--- src/rtl/core/tcvd_pkg.sv ---
// ----------------------------------------------------------------------------
// tcvd_pkg
// shared constants, control types and key helpers of the triad chord decoder
// ----------------------------------------------------------------------------
`default_nettype none

package tcvd_pkg;

  localparam int MaxBeats  = 64;
  localparam int NStates   = 24;
  localparam int NBins     = 12;
  localparam int BinW      = 16;
  localparam int ScoreW    = 24;
  localparam int BeatW     = $clog2(MaxBeats + 1);
  localparam int BeatIdxW  = 6;
  localparam int StateW    = $clog2(NStates);
  localparam int LinkAw    = $clog2(MaxBeats * NStates);
  localparam int SumW      = 20;   // sum of twelve bins
  localparam int SqW       = 36;   // sum of twelve squared bins
  localparam int N2W       = 40;
  localparam int DW        = 42;
  localparam int QuoBits   = 28;
  localparam int SqrtBits  = 14;
  localparam int StepW     = 5;
  localparam int CfgIdxW   = 2;
  localparam int CfgDataW  = 16;

  localparam logic [CfgIdxW-1:0] CfgKeyTonic    = 2'd0;
  localparam logic [CfgIdxW-1:0] CfgKeyMajor    = 2'd1;
  localparam logic [CfgIdxW-1:0] CfgStayBonus   = 2'd2;
  localparam logic [CfgIdxW-1:0] CfgDiatonicBias = 2'd3;

  localparam logic [1:0] KindMajor = 2'd0;
  localparam logic [1:0] KindMinor = 2'd1;
  localparam logic [1:0] KindDim   = 2'd2;

  typedef struct packed {
    logic bin_take;
    logic prep_sq;
    logic prep_d;
    logic em_n;
    logic em_sq;
    logic em_chk;
    logic div_step;
    logic sqrt_step;
    logic em_fin;
    logic acs_step;
    logic wr;
    logic copy;
    logic pick_step;
    logic tb_init;
    logic tb_read;
    logic tb_load;
    logic tb_done;
  } cmd_t;

  typedef struct packed {
    logic bin_last;
    logic fin;
    logic beat_full;
    logic beat_zero;
    logic d_zero;
    logic n2_ge_d;
    logic div_last;
    logic sqrt_last;
    logic p_last;
    logic s_last;
    logic tb_zero;
  } sts_t;

  // diatonic quality of a root in the configured key
  function automatic logic [1:0] diatonic_kind(input logic [3:0] root,
                                               input logic [3:0] tonic,
                                               input logic       major);
    logic [5:0] deg;
    logic [1:0] kind;
    deg = 6'(root) + 6'd24 - 6'(tonic);
    if (deg >= 6'd24) deg = deg - 6'd24;
    if (deg >= 6'd12) deg = deg - 6'd12;
    if (major) begin
      if (deg == 6'd2 || deg == 6'd4 || deg == 6'd9) kind = KindMinor;
      else if (deg == 6'd11)                         kind = KindDim;
      else                                           kind = KindMajor;
    end else begin
      if (deg == 6'd2)                               kind = KindDim;
      else if (deg == 6'd3 || deg == 6'd7 || deg == 6'd8 || deg == 6'd10)
                                                     kind = KindMajor;
      else                                           kind = KindMinor;
    end
    return kind;
  endfunction

endpackage

`default_nettype wire

--- src/rtl/core/tcvd_ctrl.sv ---
// ----------------------------------------------------------------------------
// tcvd_ctrl
// sequencer: bin collection, emission, add-compare-select, pick and traceback
// ----------------------------------------------------------------------------
`default_nettype none

module tcvd_ctrl (
  input  wire logic          clk_i,
  input  wire logic          rst_ni,
  input  wire logic          in_valid_i,
  output logic               in_stall_o,
  output logic               out_valid_o,
  input  wire logic          out_stall_i,
  input  tcvd_pkg::sts_t     sts_i,
  output tcvd_pkg::cmd_t     cmd_o
);

  typedef enum logic [16:0] {
    S_COLLECT = 17'h00001,
    S_PREP_SQ = 17'h00002,
    S_PREP_D  = 17'h00004,
    S_EM_N    = 17'h00008,
    S_EM_SQ   = 17'h00010,
    S_EM_CHK  = 17'h00020,
    S_DIV     = 17'h00040,
    S_SQRT    = 17'h00080,
    S_EM_FIN  = 17'h00100,
    S_ACS     = 17'h00200,
    S_WR      = 17'h00400,
    S_COPY    = 17'h00800,
    S_PICK    = 17'h01000,
    S_TB_INIT = 17'h02000,
    S_TB_OUT  = 17'h04000,
    S_TB_RD   = 17'h08000,
    S_TB_LD   = 17'h10000
  } state_e;

  state_e state_q, state_d;

  always_ff @(posedge clk_i or negedge rst_ni) begin
    if (!rst_ni) begin
      state_q <= S_COLLECT;
    end else begin
      state_q <= state_d;
    end
  end

  assign in_stall_o  = (state_q != S_COLLECT);
  assign out_valid_o = (state_q == S_TB_OUT);

  always_comb begin
    state_d = state_q;
    cmd_o   = '0;
    unique case (state_q)
      S_COLLECT: begin
        if (in_valid_i) begin
          cmd_o.bin_take = 1'b1;
          if (sts_i.bin_last) state_d = S_PREP_SQ;
        end
      end
      S_PREP_SQ: begin
        cmd_o.prep_sq = 1'b1;
        if (!sts_i.beat_full) state_d = S_PREP_D;
        else if (sts_i.fin)   state_d = S_PICK;
        else                  state_d = S_COLLECT;
      end
      S_PREP_D: begin
        cmd_o.prep_d = 1'b1;
        state_d      = S_EM_N;
      end
      S_EM_N: begin
        cmd_o.em_n = 1'b1;
        state_d    = S_EM_SQ;
      end
      S_EM_SQ: begin
        cmd_o.em_sq = 1'b1;
        state_d     = S_EM_CHK;
      end
      S_EM_CHK: begin
        cmd_o.em_chk = 1'b1;
        state_d      = (sts_i.d_zero || sts_i.n2_ge_d) ? S_EM_FIN : S_DIV;
      end
      S_DIV: begin
        cmd_o.div_step = 1'b1;
        if (sts_i.div_last) state_d = S_SQRT;
      end
      S_SQRT: begin
        cmd_o.sqrt_step = 1'b1;
        if (sts_i.sqrt_last) state_d = S_EM_FIN;
      end
      S_EM_FIN: begin
        cmd_o.em_fin = 1'b1;
        state_d      = sts_i.beat_zero ? S_WR : S_ACS;
      end
      S_ACS: begin
        cmd_o.acs_step = 1'b1;
        if (sts_i.p_last) state_d = S_WR;
      end
      S_WR: begin
        cmd_o.wr = 1'b1;
        state_d  = sts_i.s_last ? S_COPY : S_EM_N;
      end
      S_COPY: begin
        cmd_o.copy = 1'b1;
        state_d    = sts_i.fin ? S_PICK : S_COLLECT;
      end
      S_PICK: begin
        cmd_o.pick_step = 1'b1;
        if (sts_i.p_last) state_d = S_TB_INIT;
      end
      S_TB_INIT: begin
        cmd_o.tb_init = 1'b1;
        state_d       = S_TB_OUT;
      end
      S_TB_OUT: begin
        if (!out_stall_i) begin
          if (sts_i.tb_zero) begin
            cmd_o.tb_done = 1'b1;
            state_d       = S_COLLECT;
          end else begin
            state_d = S_TB_RD;
          end
        end
      end
      S_TB_RD: begin
        cmd_o.tb_read = 1'b1;
        state_d       = S_TB_LD;
      end
      S_TB_LD: begin
        cmd_o.tb_load = 1'b1;
        state_d       = S_TB_OUT;
      end
      default: begin
        state_d = S_COLLECT;
      end
    endcase
  end

endmodule

`default_nettype wire

--- config.mk ---
export PLATFORM = sky130hd
export DESIGN_NAME = tcvd_ctrl
export DESIGN_NICKNAME = d
export VERILOG_FILES = /design/src/rtl/core/tcvd_pkg.sv /design/src/rtl/core/tcvd_ctrl.sv
export SDC_FILE = /design/constraint.sdc
export NUM_CORES = 1
export LEC_CHECK = 0
export CELL_PAD_IN_SITES_DETAIL_PLACEMENT = 2
export CELL_PAD_IN_SITES_GLOBAL_PLACEMENT = 2
export CORE_AREA = 4 4 75 60
export CTS_CLUSTER_DIAMETER = 80
export CTS_CLUSTER_SIZE = 28
export DETAILED_ROUTE_END_ITERATION = 10
export DIE_AREA = 0 0 79 64
export DONT_BUFFER_PORTS = 1
export GPL_ROUTABILITY_DRIVEN = 0
export PLACE_DENSITY = 0.73
export SYNTH_ARGS = -nofsm -noshare
export SYNTH_HDL_FRONTEND = slang
export SYNTH_SLANG_ARGS = --single-unit
--- constraint.sdc ---
create_clock -name clk_i -period 2.35 [get_ports clk_i]
set_input_delay 0.705 -clock clk_i [delete_from_list [all_inputs] [get_ports clk_i]]
set_output_delay 0.705 -clock clk_i [all_outputs]
set_load 0.01 [all_outputs]
# --- After elaboration in Yosys (flattened, before gate mapping) ---
# Cells that the tools add are included.
classes:
  eq_ne: 25
  muxes: 34
  reduce_logical: 3
ops:
  columns: ["cell", "n"]
  rows:
  - ["$pmux W17 S16", 1]
  - ["$mux W17", 8]
  - ["$mux W1", 20]
  - ["$eq A17 B1 Y1 const B", 1]
  - ["$eq A17 B10 Y1 const B", 1]
  - ["$eq A17 B11 Y1 const B", 1]
  - ["$eq A17 B12 Y1 const B", 1]
  - ["$eq A17 B13 Y1 const B", 1]
  - ["$eq A17 B14 Y1 const B", 1]
  - ["$eq A17 B15 Y1 const B", 1]
  - ["$eq A17 B16 Y1 const B", 1]
  - ["$eq A17 B17 Y1 const B", 1]
  - ["$eq A17 B2 Y1 const B", 1]
  - ["$eq A17 B3 Y1 const B", 1]
  - ["$eq A17 B4 Y1 const B", 1]
  - ["$eq A17 B5 Y1 const B", 1]
  - ["$eq A17 B6 Y1 const B", 1]
  - ["$eq A17 B7 Y1 const B", 1]
  - ["$eq A17 B8 Y1 const B", 1]
  - ["$eq A17 B9 Y1 const B", 1]
  - ["$ne A17 B1 Y1 const B", 1]
  - ["$mux W16", 1]
  - ["$ne A2 B2 Y1 const B", 7]
  - ["$mux W13", 1]
  - ["6 further kinds", 6]
word_totals:
  regBits: 17
  inputBits: 15
  out_inout_bits: 19
  wordCells: 63

# --- Depth between registers and ports, before layout ---
depth:
  word_depth: 3
  mapped_depth: 7
  depth_no_buf: 6

# --- Least setup slack after synthesis ---
# OpenSTA, ideal clock, no wires.
synth_path:
  path_type: "register to output"
  start: "reg state_q[12]"
  end: "out cmd_o[9] (netlist name)"
  t_arrival_ps: 1677
  t_required_ps: 1645
  slack_ps: -32
  stages_incl_launch_ff: 6
  n_path_buf: 1
  path_cell_list: "dfrtp_1 buf_4 nor4_4 nand4_2 or3_1 nor3b_2"
synth_lines:
  columns: ["item", "line_no", "source"]
  rows:
  - ["from (decl)", "tcvd_ctrl.sv:38", "state_e state_q, state_d;"]
  - ["from (signal assigned)", "tcvd_ctrl.sv:44", "state_q <= state_d;"]
  - ["to (decl)", "tcvd_ctrl.sv:15", "output tcvd_pkg::cmd_t cmd_o"]

==> impl_metrics.ini <==
[finish]
final_util = 0.486
drive_gt1_frac = 0.497
fillerInstances = 421
fin_nets = 193
antenna-diode-count = 0
top_register = state_q
area_growth_pct = 55.5
fin_cells = 232
largest_reg_flops = 17
reg.largest.list = state_q x17

[placement]
hpwl_um = 3540
place_inst = 209
port-buffer-count = 0
dp_slack_ps = -31.9

[yosys]
post_synth_xor_area_fraction = 0.0218
syn_nets = 144
synth_seq_area_share = 0.354
synth_commonest_cells = dfrtp_1 (16), nor2_1 (13), inv_1 (8), nand2_1 (8), o21ai_0 (7)
yosysUniqueCellTypes = 47
synth_flop_cell = dfrtp_1
yosysMostFrequentCell = dfrtp_1
avgSynthCellArea_um2 = 9.34
synth-compound-area-share = 0.156
synth_area_leader_cell = dfrtp_1
synth_top_family_by_area = simple AND/OR/NAND/NOR gates
synthArstFlopShare = 1.00
synth_edf_count = 0
yosys.area_share.simple = 0.425
synth_adder_area_share = 0
yosys.area.top_type_share = 0.332
ys_ff_latch = 17
synth_mux_area_frac = 0
syn_inst = 129
ys_top_cells_by_area = dfrtp_1 (33%), nor4_4 (5.3%), nor2_1 (4.0%), nor4_1 (3.1%), o21ai_0 (2.9%)
yosysWarnings = 0
netlist_area_um2 = 1200

[timing]
grt_setup_unrepaired = true
post-route-period-util = 1.11
setup_viol = 20
fmax_mhz = 384
fin_ws_ps = -251
final.min_clock_period_ps = 2600
finalMaxSlewViolations = 0
tightest_slew_ps = 510
finalSetupTns_ps = -2900
finalClockSkew_ps = 6.56
finalHoldViolCount = 0
relSlewSlack = 0.655

[global_route]
grt_max_degree = 18
antenna_found_initial = 0
grt.total_usage = 0.208
grt_pass1_vias = 1444
grt_pass1_wl_um = 7990
overflow = 0

[worst_setup_path]
criticalPathCategory = register to output pin
end_kind = output pin
max_stage_delay_ps = 430
worstPathRequired_ps = 1640
cpMaxStageDelayCell = dfrtp_2
cpMostUsedCell = buf_4
crit_fanout = 4
cp-start-kind = register
cp.arrival_ps = 1900
reg2reg_depth = 10
crit_chain = nor4_4, buf_4, nand4_2, or3_4, buf_4, nor2_4

[power]
peakVddDrop_mv = 0.533
powerDensity_nw_per_um2 = 863
leakagePower_nw = 0.812

[clocking]
clock_sinks = 17
clockBufferDepth = 2
clk_pin_slew_ps = 70
ctsRootBufferMaster = clkbuf_8
h-tree-depth = 1
cts_tree = done
clk_latency_ps = 260
cts_inserted_buffers = 3
hold_buffers = 0

[floorplanning]
rows = 20
dieArea_um2 = 5060
die_w_um = 79
core-area_um2 = 3850
io_pins = 34
start_util = 0.313
die-height_um = 64

[run_status]
status = finished with violations
failed_checks = setup timing

[routing]
antenna_left = 0
dr.pass1.iters = 4
drc_errors = 0
drt-total-wl_um = 5480
vias = 1288
initialDrtViolationCount = 59
avgViaCountPerCell = 5.55
post_drt_wl_per_cell_um = 23.6

[run]
drv_cap = 0

[worst_hold_path]
hold_class = input pin to async pin
==> cells in the final DEF (no fill, tap or decap), types with 6 or more instances in the layout <==
master	Yosys	routed
nand2_1	8	6
o21ai_0	7	6
nor2_1	13	9
buf_6	0	7
inv_1	8	8
buf_4	3	40
dfrtp_1	16	14
==> kinds of logic after synthesis <==
logic type	count (synthesis)
and+or+nand+nor	72
xor gates and xnor gates	3
buffers and inverters	11
AOI/OAI and AO/OA	26
DFF	17
==> layer usage <==
| layer | share of wire | global-route usage | wire (um) | vias to the layer above |
|---|---|---|---|---|
| met5 | 0 | 0 | 0 | - |
| met4 | 0.038 | 0.0365 | 210 | 0 |
| met3 | 0.059 | 0.0479 | 323 | 16 |
| met2 | 0.51 | 0.384 | 2800 | 44 |
| met1 | 0.39 | 0.247 | 2140 | 648 |
| li1 | - | - | - | 580 |
==> cell type report <==
type / count / area, um2 / area share
Inverter: 8 / 30.0 / 0.0160
Clock buffer: 4 / 45.0 / 0.0240
Timing Repair Buffer: 47 / 379 / 0.202
Sequential cell: 17 / 429 / 0.229
Multi-Input combinational cell: 101 / 921 / 0.492
Tap cell: 55 / 68.8 / 0.0367
==> worst max-delay path, delay by kind of cell, from the launching register on <==
family / cells / cell delay [ps]
buffers and inverters: 2 / 330
flip-flops: 1 / 430
AND/OR/NAND/NOR: 4 / 880
==> worst paths after layout <==
kind	startpoint	to	slack (ps)
max	state_q[14]	cmd_o[10]	-250
min	rst_ni	state_q[4]	130
max reg2reg	state_q[9]	state_q[8]	-40
min reg2reg	state_q[16]	state_q[4]	640
max in group asynchronous	rst_ni	state_q[0]	2050
min in group clk_i	sts_i[8]	state_q[2]	490
==> through the flow <==
step           instance area, um2  power (mW)  hold slack, ps
4_1_cts                      1740        1.41             133
5_1_grt                      1870        1.72             114
3_3_place_gp                 1470       0.912             410
6_report                     1870        1.62             129
3_5_place_dp                 1470       0.950             410
2_1_floorplan                1210       0.716             409
==> power breakdown <==
part           internal, mW  switching, mW  total (mW)
clock                 0.121          0.109       0.230
combinational         0.514          0.488        1.00
sequential            0.328         0.0570       0.385
total                 0.962          0.654        1.62
==> what timing repair did <==
action,in CTS,in global routing
buffers inserted,11,8
endpoints found under the setup margin,19,26
gates resized for setup,36,15
pin swaps,14,9
endpoints found under the hold margin,0,0
Power figures use the tool's default switching activity.
